[src/hw/rtl/motor_feedback_multiturn_decode_defines.svh]
// Assertion macros shared by the decoder modules.
// Each macro needs clk; MFMD_ASSERT also rst_n.
`ifndef MOTOR_FEEDBACK_MULTITURN_DECODE_DEFINES_SVH
`define MOTOR_FEEDBACK_MULTITURN_DECODE_DEFINES_SVH
`ifndef SYNTHESIS
`define MFMD_ASSERT(lbl, prop, msg) \
  lbl: assert property (@(posedge clk) disable iff (!rst_n) prop) else $error(msg);
`define MFMD_ASSERT_RST(lbl, prop, msg) \
  lbl: assert property (@(posedge clk) prop) else $error(msg);
`else
`define MFMD_ASSERT(lbl, prop, msg)
`define MFMD_ASSERT_RST(lbl, prop, msg)
`endif
`endif

[src/hw/rtl/mfmd_pkg.sv]
package mfmd_pkg;

  localparam int FRAME_ID_W  = 11;
  localparam int BYTE_W      = 8;
  localparam int ANGLE_W     = 16;
  localparam int WORD_W      = 16;
  localparam int TEMP_W      = 8;
  localparam int MOTOR_COUNT = 4;
  localparam int TURN_BITS   = 24;
  localparam int SLOT_W      = (MOTOR_COUNT > 1) ? $clog2(MOTOR_COUNT) : 1;
  localparam int MOTOR_IDX_W = 2;
  localparam int TURN_OUT_W  = 24;
  localparam int Q10_W       = 43;
  localparam int DIST_W      = 24;
  localparam int DIST_OUT_W  = 48;

  // 8192 encoder counts per turn
  localparam int FRAC_BITS     = 13;
  localparam int Q10_PER_COUNT = 45;

  // turns * 8192 + angle, signed
  localparam int POS_W = TURN_BITS + FRAC_BITS + 1;
  localparam int LO_W  = POS_W / 2;
  localparam int HI_W  = POS_W - LO_W;
  localparam int Q10_EXT_W  = (POS_W + 7 > Q10_W) ? POS_W + 7 : Q10_W;
  localparam int DIST_EXT_W = (POS_W + DIST_W > FRAC_BITS + DIST_OUT_W) ?
                              POS_W + DIST_W : FRAC_BITS + DIST_OUT_W;

  localparam int JUMP_W = ANGLE_W + 1;
  localparam logic signed [JUMP_W-1:0] HALF_TURN     = JUMP_W'(4096);
  localparam logic signed [JUMP_W-1:0] NEG_HALF_TURN = JUMP_W'(-4096);
  localparam logic signed [TURN_BITS-1:0] TURN_MAX = {1'b0, {(TURN_BITS-1){1'b1}}};
  localparam logic signed [TURN_BITS-1:0] TURN_MIN = {1'b1, {(TURN_BITS-1){1'b0}}};

  localparam int CFG_IDX_W  = 2;
  localparam int CFG_DATA_W = 24;
  localparam logic [CFG_IDX_W-1:0] REG_BASE_FRAME_ID = 2'd0;
  localparam logic [CFG_IDX_W-1:0] REG_DIST_PER_TURN = 2'd1;
  localparam logic [FRAME_ID_W-1:0] BASE_ID_RESET    = 11'd513;

  localparam int IN_TDATA_W  = 72;
  localparam int OUT_TDATA_W = 176;

  typedef struct packed {
    logic [4:0]            pad;
    logic [BYTE_W-1:0]     temperature_byte;
    logic [BYTE_W-1:0]     current_low;
    logic [BYTE_W-1:0]     current_high;
    logic [BYTE_W-1:0]     speed_low;
    logic [BYTE_W-1:0]     speed_high;
    logic [BYTE_W-1:0]     angle_low;
    logic [BYTE_W-1:0]     angle_high;
    logic [FRAME_ID_W-1:0] frame_id;
  } in_item_t;

  typedef struct packed {
    logic [2:0]                    pad;
    logic signed [DIST_OUT_W-1:0]  total_distance_um;
    logic signed [Q10_W-1:0]       total_angle_q10;
    logic signed [TURN_OUT_W-1:0]  turn_count;
    logic [TEMP_W-1:0]             temperature;
    logic signed [WORD_W-1:0]      current_raw;
    logic signed [WORD_W-1:0]      speed_rpm;
    logic [ANGLE_W-1:0]            angle_counts;
    logic [MOTOR_IDX_W-1:0]        motor_index;
  } out_item_t;

  // one state memory entry per motor
  typedef struct packed {
    logic [ANGLE_W-1:0]          angle;
    logic signed [TURN_BITS-1:0] turns;
  } entry_t;

  localparam int ENTRY_W = ANGLE_W + TURN_BITS;

  // updated frame handed from the tracker to the scaler
  typedef struct packed {
    logic [SLOT_W-1:0]           slot;
    logic [ANGLE_W-1:0]          angle;
    logic [WORD_W-1:0]           speed;
    logic [WORD_W-1:0]           current;
    logic [TEMP_W-1:0]           temp;
    logic signed [TURN_BITS-1:0] turns;
  } feed_t;

endpackage

[src/hw/rtl/mfmd_ram.sv]
module mfmd_ram #(
  parameter int WIDTH = 8,
  parameter int DEPTH = 4,
  parameter int AW    = (DEPTH > 1) ? $clog2(DEPTH) : 1
) (
  input  logic             clk,
  input  logic             we,
  input  logic [AW-1:0]    waddr,
  input  logic [WIDTH-1:0] wdata,
  input  logic [AW-1:0]    raddr,
  output logic [WIDTH-1:0] rdata
);

  logic [WIDTH-1:0] mem [DEPTH];

  always_ff @(posedge clk) begin
    if (we) begin
      mem[waddr] <= wdata;
    end
  end

  always_ff @(posedge clk) begin
    rdata <= mem[raddr];
  end

endmodule

[src/hw/rtl/mfmd_track.sv]
`include "motor_feedback_multiturn_decode_defines.svh"

module mfmd_track (
  input  logic                                clk,
  input  logic                                rst_n,
  input  logic                                in_valid,
  output logic                                in_ready,
  input  mfmd_pkg::in_item_t                  in_item,
  input  logic [mfmd_pkg::FRAME_ID_W-1:0]     base_id,
  output logic                                feed_valid,
  input  logic                                feed_ready,
  output mfmd_pkg::feed_t                     feed
);

  logic [mfmd_pkg::FRAME_ID_W-1:0] id_diff;
  logic                            hit;
  logic [mfmd_pkg::SLOT_W-1:0]     slot_in;
  logic                            en1;
  logic                            en2;

  logic                            s1_valid_r;
  logic                            s1_valid_nxt;
  logic [mfmd_pkg::SLOT_W-1:0]     s1_slot_r;
  logic [mfmd_pkg::ANGLE_W-1:0]    s1_angle_r;
  logic [mfmd_pkg::WORD_W-1:0]     s1_speed_r;
  logic [mfmd_pkg::WORD_W-1:0]     s1_current_r;
  logic [mfmd_pkg::TEMP_W-1:0]     s1_temp_r;

  logic                            s2_valid_r;
  logic                            s2_valid_nxt;
  mfmd_pkg::feed_t                 s2_feed_r;

  logic [mfmd_pkg::SLOT_W-1:0]     rd_addr;
  logic [mfmd_pkg::ENTRY_W-1:0]    rd_data;
  logic                            wr_en;
  mfmd_pkg::entry_t                wr_data;

  logic                            fwd_valid_r;
  logic [mfmd_pkg::SLOT_W-1:0]     fwd_slot_r;
  mfmd_pkg::entry_t                fwd_data_r;
  logic                            fwd_hit;

  logic [mfmd_pkg::MOTOR_COUNT-1:0] entry_valid_r;
  logic [mfmd_pkg::MOTOR_COUNT-1:0] entry_valid_nxt;

  mfmd_pkg::entry_t                      cur;
  logic signed [mfmd_pkg::JUMP_W-1:0]    jump;
  logic signed [mfmd_pkg::TURN_BITS-1:0] turns_cur;
  logic signed [mfmd_pkg::TURN_BITS-1:0] turns_new;

  // decode the identifier
  always_comb begin
    id_diff = in_item.frame_id - base_id;
    hit     = (in_item.frame_id >= base_id) &&
              (id_diff < mfmd_pkg::FRAME_ID_W'(mfmd_pkg::MOTOR_COUNT));
    slot_in = id_diff[mfmd_pkg::SLOT_W-1:0];
  end

  assign en2      = !s2_valid_r || feed_ready;
  assign en1      = !s1_valid_r || en2;
  assign in_ready = en1;

  assign s1_valid_nxt = en1 ? (in_valid && hit) : s1_valid_r;
  assign s2_valid_nxt = en2 ? s1_valid_r : s2_valid_r;

  // re-read the held slot while stage one stalls
  assign rd_addr = en1 ? slot_in : s1_slot_r;
  assign wr_en   = s1_valid_r && en2;

  mfmd_ram #(
    .WIDTH (mfmd_pkg::ENTRY_W),
    .DEPTH (mfmd_pkg::MOTOR_COUNT),
    .AW    (mfmd_pkg::SLOT_W)
  ) u_state_ram (
    .clk   (clk),
    .we    (wr_en),
    .waddr (s1_slot_r),
    .wdata (wr_data),
    .raddr (rd_addr),
    .rdata (rd_data)
  );

  // a write in the read cycle is not seen by the RAM output: bypass it
  assign fwd_hit = fwd_valid_r && (fwd_slot_r == s1_slot_r);

  always_comb begin
    if (fwd_hit) begin
      cur = fwd_data_r;
    end else if (entry_valid_r[s1_slot_r]) begin
      cur = mfmd_pkg::entry_t'(rd_data);
    end else begin
      cur = '0;
    end
    turns_cur = cur.turns;
    jump      = $signed({1'b0, s1_angle_r}) - $signed({1'b0, cur.angle});
    turns_new = turns_cur;
    if (jump > mfmd_pkg::HALF_TURN) begin
      if (turns_cur != mfmd_pkg::TURN_MIN) begin
        turns_new = turns_cur - 1'b1;
      end
    end else if (jump < mfmd_pkg::NEG_HALF_TURN) begin
      if (turns_cur != mfmd_pkg::TURN_MAX) begin
        turns_new = turns_cur + 1'b1;
      end
    end
    wr_data.angle = s1_angle_r;
    wr_data.turns = turns_new;
  end

  always_comb begin
    entry_valid_nxt = entry_valid_r;
    if (wr_en) begin
      entry_valid_nxt[s1_slot_r] = 1'b1;
    end
  end

  always_ff @(posedge clk) begin
    if (!rst_n) begin
      s1_valid_r    <= 1'b0;
      s2_valid_r    <= 1'b0;
      fwd_valid_r   <= 1'b0;
      entry_valid_r <= '0;
    end else begin
      s1_valid_r    <= s1_valid_nxt;
      s2_valid_r    <= s2_valid_nxt;
      fwd_valid_r   <= wr_en;
      entry_valid_r <= entry_valid_nxt;
    end
  end

  always_ff @(posedge clk) begin
    if (en1) begin
      s1_slot_r    <= slot_in;
      s1_angle_r   <= {in_item.angle_high, in_item.angle_low};
      s1_speed_r   <= {in_item.speed_high, in_item.speed_low};
      s1_current_r <= {in_item.current_high, in_item.current_low};
      s1_temp_r    <= in_item.temperature_byte;
    end
    if (en2) begin
      s2_feed_r.slot    <= s1_slot_r;
      s2_feed_r.angle   <= s1_angle_r;
      s2_feed_r.speed   <= s1_speed_r;
      s2_feed_r.current <= s1_current_r;
      s2_feed_r.temp    <= s1_temp_r;
      s2_feed_r.turns   <= turns_new;
    end
    fwd_slot_r <= s1_slot_r;
    fwd_data_r <= wr_data;
  end

  assign feed_valid = s2_valid_r;
  assign feed       = s2_feed_r;

  `MFMD_ASSERT_RST(a_rst_clears, (!rst_n) |=> (!s1_valid_r && !s2_valid_r && !fwd_valid_r), "pipeline not empty after reset")
  `MFMD_ASSERT(a_s1_hold, (s1_valid_r && !en2) |=> (s1_valid_r && $stable(s1_slot_r) && !fwd_valid_r), "stalled frame lost its slot")
  `MFMD_ASSERT(a_turn_step, wr_en |-> ((turns_new == turns_cur) || (turns_new == turns_cur + 1'b1) || (turns_new == turns_cur - 1'b1)), "turn count moved by more than one")

endmodule

[src/hw/rtl/mfmd_scale.sv]
`include "motor_feedback_multiturn_decode_defines.svh"

module mfmd_scale (
  input  logic                            clk,
  input  logic                            rst_n,
  input  logic                            feed_valid,
  output logic                            feed_ready,
  input  mfmd_pkg::feed_t                 feed,
  input  logic [mfmd_pkg::DIST_W-1:0]     dist_per_turn,
  output logic                            out_valid,
  input  logic                            out_ready,
  output mfmd_pkg::out_item_t             out_item
);

  logic signed [mfmd_pkg::POS_W-1:0]             pos;
  logic [mfmd_pkg::LO_W+mfmd_pkg::DIST_W-1:0]    pp_lo_nxt;
  logic signed [mfmd_pkg::HI_W+mfmd_pkg::DIST_W:0] pp_hi_nxt;
  logic signed [mfmd_pkg::Q10_EXT_W-1:0]         q10_full;

  logic                                          en3;
  logic                                          en4;
  logic                                          v3_r;
  logic                                          v3_nxt;
  mfmd_pkg::feed_t                               meta3_r;
  logic [mfmd_pkg::Q10_W-1:0]                    q10_r;
  logic [mfmd_pkg::LO_W+mfmd_pkg::DIST_W-1:0]    pp_lo_r;
  logic signed [mfmd_pkg::HI_W+mfmd_pkg::DIST_W:0] pp_hi_r;

  logic signed [mfmd_pkg::DIST_EXT_W-1:0]        dist_full;
  logic                                          v4_r;
  logic                                          v4_nxt;
  mfmd_pkg::out_item_t                           out_item_r;
  mfmd_pkg::out_item_t                           out_item_nxt;

  // position in counts, Q10 angle, two distance partial products
  always_comb begin
    pos = (mfmd_pkg::POS_W'($signed(feed.turns)) <<< mfmd_pkg::FRAC_BITS) +
          mfmd_pkg::POS_W'(feed.angle);
    pp_lo_nxt = (mfmd_pkg::LO_W + mfmd_pkg::DIST_W)'(pos[mfmd_pkg::LO_W-1:0]) *
                (mfmd_pkg::LO_W + mfmd_pkg::DIST_W)'(dist_per_turn);
    pp_hi_nxt = $signed(pos[mfmd_pkg::POS_W-1:mfmd_pkg::LO_W]) *
                $signed({1'b0, dist_per_turn});
    q10_full  = mfmd_pkg::Q10_EXT_W'(pos) *
                mfmd_pkg::Q10_EXT_W'(mfmd_pkg::Q10_PER_COUNT);
  end

  assign en4        = !v4_r || out_ready;
  assign en3        = !v3_r || en4;
  assign feed_ready = en3;
  assign v3_nxt     = en3 ? feed_valid : v3_r;
  assign v4_nxt     = en4 ? v3_r : v4_r;

  // recombine partial products; keep bits above the 13-bit fraction
  always_comb begin
    dist_full = (mfmd_pkg::DIST_EXT_W'(pp_hi_r) <<< mfmd_pkg::LO_W) +
                mfmd_pkg::DIST_EXT_W'(pp_lo_r);
    out_item_nxt.pad               = '0;
    out_item_nxt.total_distance_um =
      dist_full[mfmd_pkg::FRAC_BITS+mfmd_pkg::DIST_OUT_W-1:mfmd_pkg::FRAC_BITS];
    out_item_nxt.total_angle_q10   = q10_r;
    out_item_nxt.turn_count        = mfmd_pkg::TURN_OUT_W'(meta3_r.turns);
    out_item_nxt.temperature       = meta3_r.temp;
    out_item_nxt.current_raw       = meta3_r.current;
    out_item_nxt.speed_rpm         = meta3_r.speed;
    out_item_nxt.angle_counts      = meta3_r.angle;
    out_item_nxt.motor_index       = mfmd_pkg::MOTOR_IDX_W'(meta3_r.slot);
  end

  always_ff @(posedge clk) begin
    if (!rst_n) begin
      v3_r <= 1'b0;
      v4_r <= 1'b0;
    end else begin
      v3_r <= v3_nxt;
      v4_r <= v4_nxt;
    end
  end

  always_ff @(posedge clk) begin
    if (en3) begin
      meta3_r <= feed;
      q10_r   <= q10_full[mfmd_pkg::Q10_W-1:0];
      pp_lo_r <= pp_lo_nxt;
      pp_hi_r <= pp_hi_nxt;
    end
    if (en4) begin
      out_item_r <= out_item_nxt;
    end
  end

  assign out_valid = v4_r;
  assign out_item  = out_item_r;

  `MFMD_ASSERT(a_s3_hold, (v3_r && !en4) |=> (v3_r && $stable(q10_r) && $stable(pp_lo_r)), "stalled product changed")
  `MFMD_ASSERT(a_s3_load, (feed_valid && feed_ready) |=> v3_r, "taken frame did not reach the product stage")
  `MFMD_ASSERT(a_s4_load, (v3_r && en4) |=> out_valid, "product stage did not reach the output")

endmodule

[src/hw/rtl/motor_feedback_multiturn_decode.sv]
// Channel  | Dir | Handshake          | Payload
// in_      | in  | in_tvalid/tready   | in_tdata: CAN frame id and payload bytes 0..6
// out_     | out | out_tvalid/tready  | out_tdata: decoded motor feedback
// cfg_     | in  | cfg_valid/ready    | cfg_index, cfg_data: register write
//
// One frame per cycle unless out_tready stalls; frames pass stages s1, s2, v3, v4.
// The per-motor state memory is read on accept and written back as the frame
// leaves stage one, with a bypass for back-to-back frames to the same motor.
// Frames for other identifiers are taken and dropped without a result.
// Reset clears the pipeline and the entry valid bits; no clearing pass.
// Stalls on out_tready fill the stage bubbles first, then hold in_tready low.
module motor_feedback_multiturn_decode (
  input  logic                                 clk,
  input  logic                                 rst_n,
  input  logic                                 in_tvalid,
  output logic                                 in_tready,
  // frame_id[10:0], angle_high, angle_low, speed_high, speed_low,
  // current_high, current_low, temperature_byte, zero fill
  input  logic [mfmd_pkg::IN_TDATA_W-1:0]      in_tdata,
  output logic                                 out_tvalid,
  input  logic                                 out_tready,
  // motor_index[1:0], angle_counts, speed_rpm, current_raw, temperature,
  // turn_count, total_angle_q10, total_distance_um, zero fill
  output logic [mfmd_pkg::OUT_TDATA_W-1:0]     out_tdata,
  input  logic                                 cfg_valid,
  output logic                                 cfg_ready,
  input  logic [mfmd_pkg::CFG_IDX_W-1:0]       cfg_index,
  input  logic [mfmd_pkg::CFG_DATA_W-1:0]      cfg_data
);

  logic [mfmd_pkg::FRAME_ID_W-1:0] base_id_r;
  logic [mfmd_pkg::DIST_W-1:0]     dist_per_turn_r;

  mfmd_pkg::in_item_t  in_item;
  mfmd_pkg::out_item_t out_item;
  mfmd_pkg::feed_t     feed;
  logic                feed_valid;
  logic                feed_ready;

  assign cfg_ready = 1'b1;
  assign in_item   = mfmd_pkg::in_item_t'(in_tdata);

  always_ff @(posedge clk) begin
    if (!rst_n) begin
      base_id_r       <= mfmd_pkg::BASE_ID_RESET;
      dist_per_turn_r <= '0;
    end else if (cfg_valid && cfg_ready) begin
      unique case (cfg_index)
        mfmd_pkg::REG_BASE_FRAME_ID: begin
          base_id_r <= cfg_data[mfmd_pkg::FRAME_ID_W-1:0];
        end
        mfmd_pkg::REG_DIST_PER_TURN: begin
          dist_per_turn_r <= cfg_data[mfmd_pkg::DIST_W-1:0];
        end
        default: begin
        end
      endcase
    end
  end

  mfmd_track u_track (
    .clk        (clk),
    .rst_n      (rst_n),
    .in_valid   (in_tvalid),
    .in_ready   (in_tready),
    .in_item    (in_item),
    .base_id    (base_id_r),
    .feed_valid (feed_valid),
    .feed_ready (feed_ready),
    .feed       (feed)
  );

  mfmd_scale u_scale (
    .clk           (clk),
    .rst_n         (rst_n),
    .feed_valid    (feed_valid),
    .feed_ready    (feed_ready),
    .feed          (feed),
    .dist_per_turn (dist_per_turn_r),
    .out_valid     (out_tvalid),
    .out_ready     (out_tready),
    .out_item      (out_item)
  );

  assign out_tdata = out_item;

endmodule
[config.mk]
export PLATFORM = sky130hd
export DESIGN_NAME = motor_feedback_multiturn_decode
export DESIGN_NICKNAME = d
export VERILOG_FILES = /design/src/hw/rtl/mfmd_pkg.sv /design/src/hw/rtl/mfmd_ram.sv /design/src/hw/rtl/mfmd_track.sv /design/src/hw/rtl/mfmd_scale.sv /design/src/hw/rtl/motor_feedback_multiturn_decode.sv
export VERILOG_INCLUDE_DIRS = /design/src /design/src/hw/rtl
export SDC_FILE = /design/constraint.sdc
export NUM_CORES = 2
export LEC_CHECK = 0
export ABC_AREA = 1
export BUFFER_PORTS_ARGS = -buffer_cell sky130_fd_sc_hd__buf_4
export CAP_MARGIN = 40
export CORE_MARGIN = 1.5
export CORE_UTILIZATION = 46
export DETAILED_ROUTE_END_ITERATION = 12
export GPL_TIMING_DRIVEN = 0
export SLEW_MARGIN = 5
export SYNTH_ARGS = -nofsm -noshare
export SYNTH_HDL_FRONTEND = slang
export SYNTH_HIERARCHICAL = 1
export SYNTH_SLANG_ARGS = --single-unit
[constraint.sdc]
create_clock -name clk -period 16.5 [get_ports clk]
set_input_delay 3.3 -clock clk [delete_from_list [all_inputs] [get_ports clk]]
set_output_delay 3.3 -clock clk [all_outputs]
set_load 0.05 [all_outputs]
# Yosys cells after proc, flatten, opt, wreduce, memory -nomap -nowiden
# Memories as Yosys holds them, arrays and structs flattened. A register that Yosys moved wholly into a read port is not among the register bits.
# Index checks and enable logic that the tools add are counted.
# W data, S select, Z words.
# op_classes
add_sub_neg,6
bitwise_logic,1
n_reduce_logical,16
eq_ne,4
n_lt_le_gt_ge,6
n_mul,3
n_mux,13
# op_table
cell,count
$mux W24,4
$mux W40,2
$add A61 B43 Y61,1
$ne A24 B24 Y1 const B,2
$mul A19 B24 Y43,1
$mul A38 B7 Y43 const B,1
$mul A19 B25 Y42,1
$add A37 B17 Y38,1
$add A24 B1 Y24 const B,1
$sub A24 B1 Y24 const B,1
$gt A17 B14 Y1 const B,1
$lt A17 B13 Y1 const B,1
$sub A16 B16 Y17,1
$ge A11 B11 Y1,1
$lt A11 B3 Y1 const B,1
$sub A11 B11 Y11,1
$logic_and A1 B1 Y1,5
$logic_not A1 Y1,4
$logic_or A1 B1 Y1,4
$mux W1,4
$or A4 B4 Y4,1
$reduce_and A2 Y1,2
$lt A2 B3 Y1 const B,1
$bmux W1 S2,1
6 further kinds,6
# word_totals
mem_bits_rw,160
wordCells,89
in_bits,103
output_inout_bits,179
memories,1
register_bits,609
# memory_table
memory,words,word_bits,rd,rd_clocked_by_memory_dff,write_ports,line,text
u_track.u_state_ram.mem,4,40,1,1,1,mfmd_ram.sv:14,logic [WIDTH-1:0] mem [DEPTH];

# Depth between registers and ports, before layout
# depth
word_depth,8
depth_mapped,40
ltp_nobuf,39

# Modules after synthesis
# The synthesis kept the hierarchy.
# modules_own_cells
module,instances,seq_area_each_um2,area_per_inst_um2,cells_each
mfmd_scale,1,11030.6,50400.8,5815
mfmd_track,1,5165.0,9520.4,1056
mfmd_ram,1,5605.4,7583.5,675
motor_feedback_multiturn_decode,1,700.7,1473.9,225

# Worst setup path before layout
# Ideal clock, no wire load.
# synth_timing
path_type,in2reg
start,input out_tready
end,"memory u_track/u_state_ram/mem[1][0] in the netlist's numbering, enable pin"
setup_time_ns,0.487
slack_ns,2.590
n_path_buf,0
t_required_ns,16.013
stages,8
t_arrival_ns,13.423
cell_sequence,inv_1 -> nand3_1 -> inv_1 -> nand2_1 -> nand2_1 -> inv_1 -> inv_1 -> nor3_1
# synth_via
elab_chain_len,6
# synth_lines
item,line,text
"start, declared",motor_feedback_multiturn_decode.sv:21,"input logic out_tready,"
$logic_or A1 B1 Y1,mfmd_scale.sv:47,assign en4 = !v4_r || out_ready;
$logic_or A1 B1 Y1,mfmd_scale.sv:48,assign en3 = !v3_r || en4;
via feed_ready,motor_feedback_multiturn_decode.sv:38,logic feed_ready;
$logic_or A1 B1 Y1,mfmd_track.sv:59,assign en2 = !s2_valid_r || feed_ready;
via u_track.en2,mfmd_track.sv:19,logic en2;
$logic_and A1 B1 Y1,mfmd_track.sv:68,assign wr_en = s1_valid_r && en2;
via u_track.wr_en,mfmd_track.sv:35,logic wr_en;
$mux W1,mfmd_ram.sv:17,if (we) begin
$mux W1 (not written as such),mfmd_ram.sv:18,mem[waddr] <= wdata;
"end, declared",mfmd_ram.sv:14,
# The timed path passes the listed nets, and every way through them passes these cells.

# Worst setup path in the final report
# layout_timing
start,register u_track.s2_feed_r (netlist bit u_track/feed[0])
end,"register u_scale/pp_hi_r[37] in the netlist's numbering, data pin"
# layout_via
elab_chain_len,2
# layout_lines
item,line,text
"start, declared",mfmd_track.sv:31,mfmd_pkg::feed_t s2_feed_r;
$add A37 B17 Y38,mfmd_scale.sv:37,pos = (mfmd_pkg::POS_W'($signed(feed.turns)) <<< mfmd_pkg::FRAC_BITS) +
$mul A19 B25 Y42,mfmd_scale.sv:41,pp_hi_nxt = $signed(pos[mfmd_pkg::POS_W-1:mfmd_pkg::LO_W]) *
via u_scale.pp_hi_nxt (one bit),mfmd_scale.sv:17,logic signed [mfmd_pkg::HI_W+mfmd_pkg::DIST_W:0] pp_hi_nxt;
"end signal, assigned",mfmd_scale.sv:84,pp_hi_r <= pp_hi_nxt;
"end, declared",mfmd_scale.sv:27,logic signed [mfmd_pkg::HI_W+mfmd_pkg::DIST_W:0] pp_hi_r;
# The timed path passes the listed nets, and every way through them passes these cells.
# A chain may end at the register's enable or synchronous reset.

==> run_results.csv <==
group,metric,value,unit
synth,synthArstFlopShare,0,%
critical_path,cp.required,17.01,ns
detailed_routing,vias,52900,
synth,synth-edff-count,664,
timing,hold_viol,0,
synth,yosys.area_share.simple,18.7,%
critical_path,crit_family,"adder cells",
synth,synth_cells,7771,
critical_path,slowest_delay,0.65,ns
synth,netlist_area,69000,um2
die,rows,141,
clock_tree,cts_tree,"yes",
pwr,powerDensity,162,nW/um2
detailed_routing,drt-pass1-iter-count,7,
synth,ys_ff_latch,792,
timing,period_minus_slack,8.64,ns
synth,synth_top_family_by_area,"adder cells",
clock_tree,cts_root_buf,"clkbuf_16",
die,die_height,390,um
clock_tree,post_cts_buffers,0,
layout,final_layout_size_suffix_gt1_share,8.48,%
flow_run,cap_viol_max_count,0,
synth,avgSynthCellArea,8.88,um2
critical_path,ff2ff_setup_slack,7.86,ns
critical_path,cp.arrival,9.15,ns
die,core_area,148000,um2
detailed_routing,via_per_inst,5.14,
detailed_routing,drt_wl_total,221000,um
global_routing,antenna_found_initial,5,
timing,period_share,52.4,%
placed_design,gp_congestion,0.989,
timing,fmax,116,MHz
min_path,hold_path_end,"u_scale/out_item[49]",
timing,setup_viol,0,
placed_design,port_buffers,272,
clock_tree,cts.path.max_buffers,3,
detailed_routing,final_antenna_net_count,0,
critical_path,rr_endpoint,"u_scale/pp_hi_r[37]",
timing,setup_tns,0,ns
die,num_io_pins,282,
layout,post-route-util,52.2,%
status,status,"finished clean",
clock_tree,cts_buffers,85,
clock_tree,insertion_delay,0.75,ns
synth,ys.warnings.count,6,
min_path,hold_path.class,"flip-flop to flip-flop",
clock_tree,clock-sinks,792,
layout,seqCellArea,22500,um2
layout,area_delta_synth_final,12.2,%
synth,synthAdderAreaFrac,32.1,%
synth,synth-compound-area-share,3.44,%
timing,worstMarginPinSlew,0.956,ns
global_routing,grt_pass1_wl,332000,um
critical_path,start_kind,"flip-flop",
critical_path,critPathSlowestCell,"nand2_1",
pwr,p_leak,38.1,nW
synth,synthMuxAreaShare,0,%
timing,slew_headroom,36.2,%
global_routing,grtUsageTotal,29.5,%
placed_design,dp_hpwl,182000,um
clock_tree,h-tree-depth,3,
pwr,ir_drop,170,uV
critical_path,critPathBufInv,9,
critical_path,rr_worst_depth,33,
critical_path,timing.rr.start,"u_track/feed[0]",
detailed_routing,drc,0,
clock_tree,cts_hold_buf,0,
min_path,hold_depth,0,
clock_tree,cts_resized,0,
layout,nNetsFinal,9580,
die,dieArea,152000,um2
min_path,hp-start,"u_scale/meta3_r[47]",
critical_path,criticalPathCategory,"flip-flop to flip-flop",
detailed_routing,wl_per_cell,21.5,um
layout,fillers,13900,
global_routing,overflow,0,
timing,rsz0062_at_grt,"false",
layout,multi_input_area,38700,um2
timing,finalMaxSlewViolations,0,
die,initial_core_util,46.5,%
global_routing,grt_pass1_vias,54100,
timing,whs,0.394,ns
global_routing,grt_max_degree,58,
clock_tree,clkTransAtPathRegs,0.06,ns
die,die_x,390,um
critical_path,critPathCaptureType,"flip-flop",
synth,yosysUniqueCellTypes,57,
synth,synthXorXnorAreaFrac,1.75,%
synth,seq_area_frac_synth,32.6,%
timing,fin_skew,0.0756,ns
critical_path,cp_max_fo,12,
detailed_routing,first_iter_violations,3900,
synth,ys.flop_type,"edfxtp_1",
==> stage by stage <==
stage | total power, mW | setup slack (ns) | std cells | cell area (um2)
global placement | 10.5 | -5.01 | 10000 | 73500
floorplan | 7.86 | 2.59 | 7773 | 69000
finish | 12.5 | 7.86 | 10300 | 77400
detailed placement | 10.5 | 7.98 | 10100 | 74600
global route | 13.5 | 7.36 | 10300 | 77400
CTS | 12.6 | 7.94 | 10300 | 77400
==> power breakdown <==
part           total [mW]  internal (mW)  switching [mW]
logic                7.63           2.38            5.24
clock network        1.93           1.10           0.829
registers            2.95           2.79           0.163
total                12.5           6.27            6.24
==> layout by cell type (no fill, tap or decap), types with 141 or more instances in the layout <==
cell type / instances
a21oi_1: 207
buf_4: 308
clkbuf_1: 141
edfxtp_1: 664
fa_1: 821
ha_1: 457
inv_1: 1742
nand2_1: 1956
nand3_1: 303
nor2_1: 604
==> synthesized netlist by cell type (all sizes together), types with 17 or more instances <==
master  number  area share (%)
dfxtp      128             3.7
a21o        17            0.19
ha         457             8.3
fa         821              24
nand2     2001              11
nand3b      22            0.24
buf        100             1.0
nand3      317             2.4
o21bai      28            0.30
xor2       100             1.3
inv       1768             9.6
edfxtp     664              29
nand4       66            0.61
clkbuf     125            0.68
o21ai      140             1.0
a21oi      209             1.5
nor3        53            0.42
nor2       638             3.7
xnor2       36            0.48
==> state kept, by name, indices dropped and copies added (netlist names), 2 cells and up <==
signal / cells
u_track/fwd_data_r: 40
u_track/s1_angle_r: 16
u_scale/q10_r: 41
u_scale/pp_hi_r: 42
u_track/fwd_slot_r: 2
u_track/s1_temp_r: 8
u_track/s1_current_r: 16
u_track/u_state_ram/mem: 160
u_scale/pp_lo_r: 30
u_scale/meta3_r: 82
u_scale/out_item: 171
u_track/feed: 82
u_track/s1_speed_r: 16
base_id_r: 11
dist_per_turn_r: 24
u_track/entry_valid_r: 4
u_track/u_state_ram/rdata: 40
u_track/s1_slot_r: 2
==> cell families (layout without fill, tap and decap cells) <==
group	count (synthesis)	in the layout
AOI/OAI and AO/OA	430	430
xor gates and xnor gates	136	136
adders and majority gates	1278	1278
buffers and inverters	2002	2500
DFF	792	792
other	2	5
and+or+nand+nor	3131	3131
==> metal layers <==
layer  wire length [um]  global-route usage [%]
met1              88200                    37.1
met2             104000                    48.4
met3              18900                    7.29
met4              10100                    12.2
met5                 34                       0
==> cell type report <==
cell class,count,share of cell area (%)
clock buffers,104,2.88
plain buffers,225,1.50
inverters,1777,8.63
diodes,1,0.00323
flip-flops and latches,792,29.1
well taps,2002,3.24
clock inverters,55,0.797
repair buffers,339,3.90
multi-input cells,4979,50.0
==> how the worst max path moves through the flow <==
stage                                           endpoint            start  depth (start not counted)  slack, ns
after detailed placement             u_scale/pp_hi_r[37]  u_track/feed[0]                         33       7.98
after global placement    u_track/u_state_ram/mem[1][14]       out_tready                          9      -5.01
after floorplan            u_track/u_state_ram/mem[1][0]       out_tready                          8       2.59
after CTS                            u_scale/pp_hi_r[37]  u_track/feed[0]                         33       7.94
final                                u_scale/pp_hi_r[37]  u_track/feed[0]                         33       7.86
after global routing                 u_scale/pp_hi_r[37]  u_track/feed[0]                         33       7.36
No activity file was read; power rests on OpenSTA's default activity.
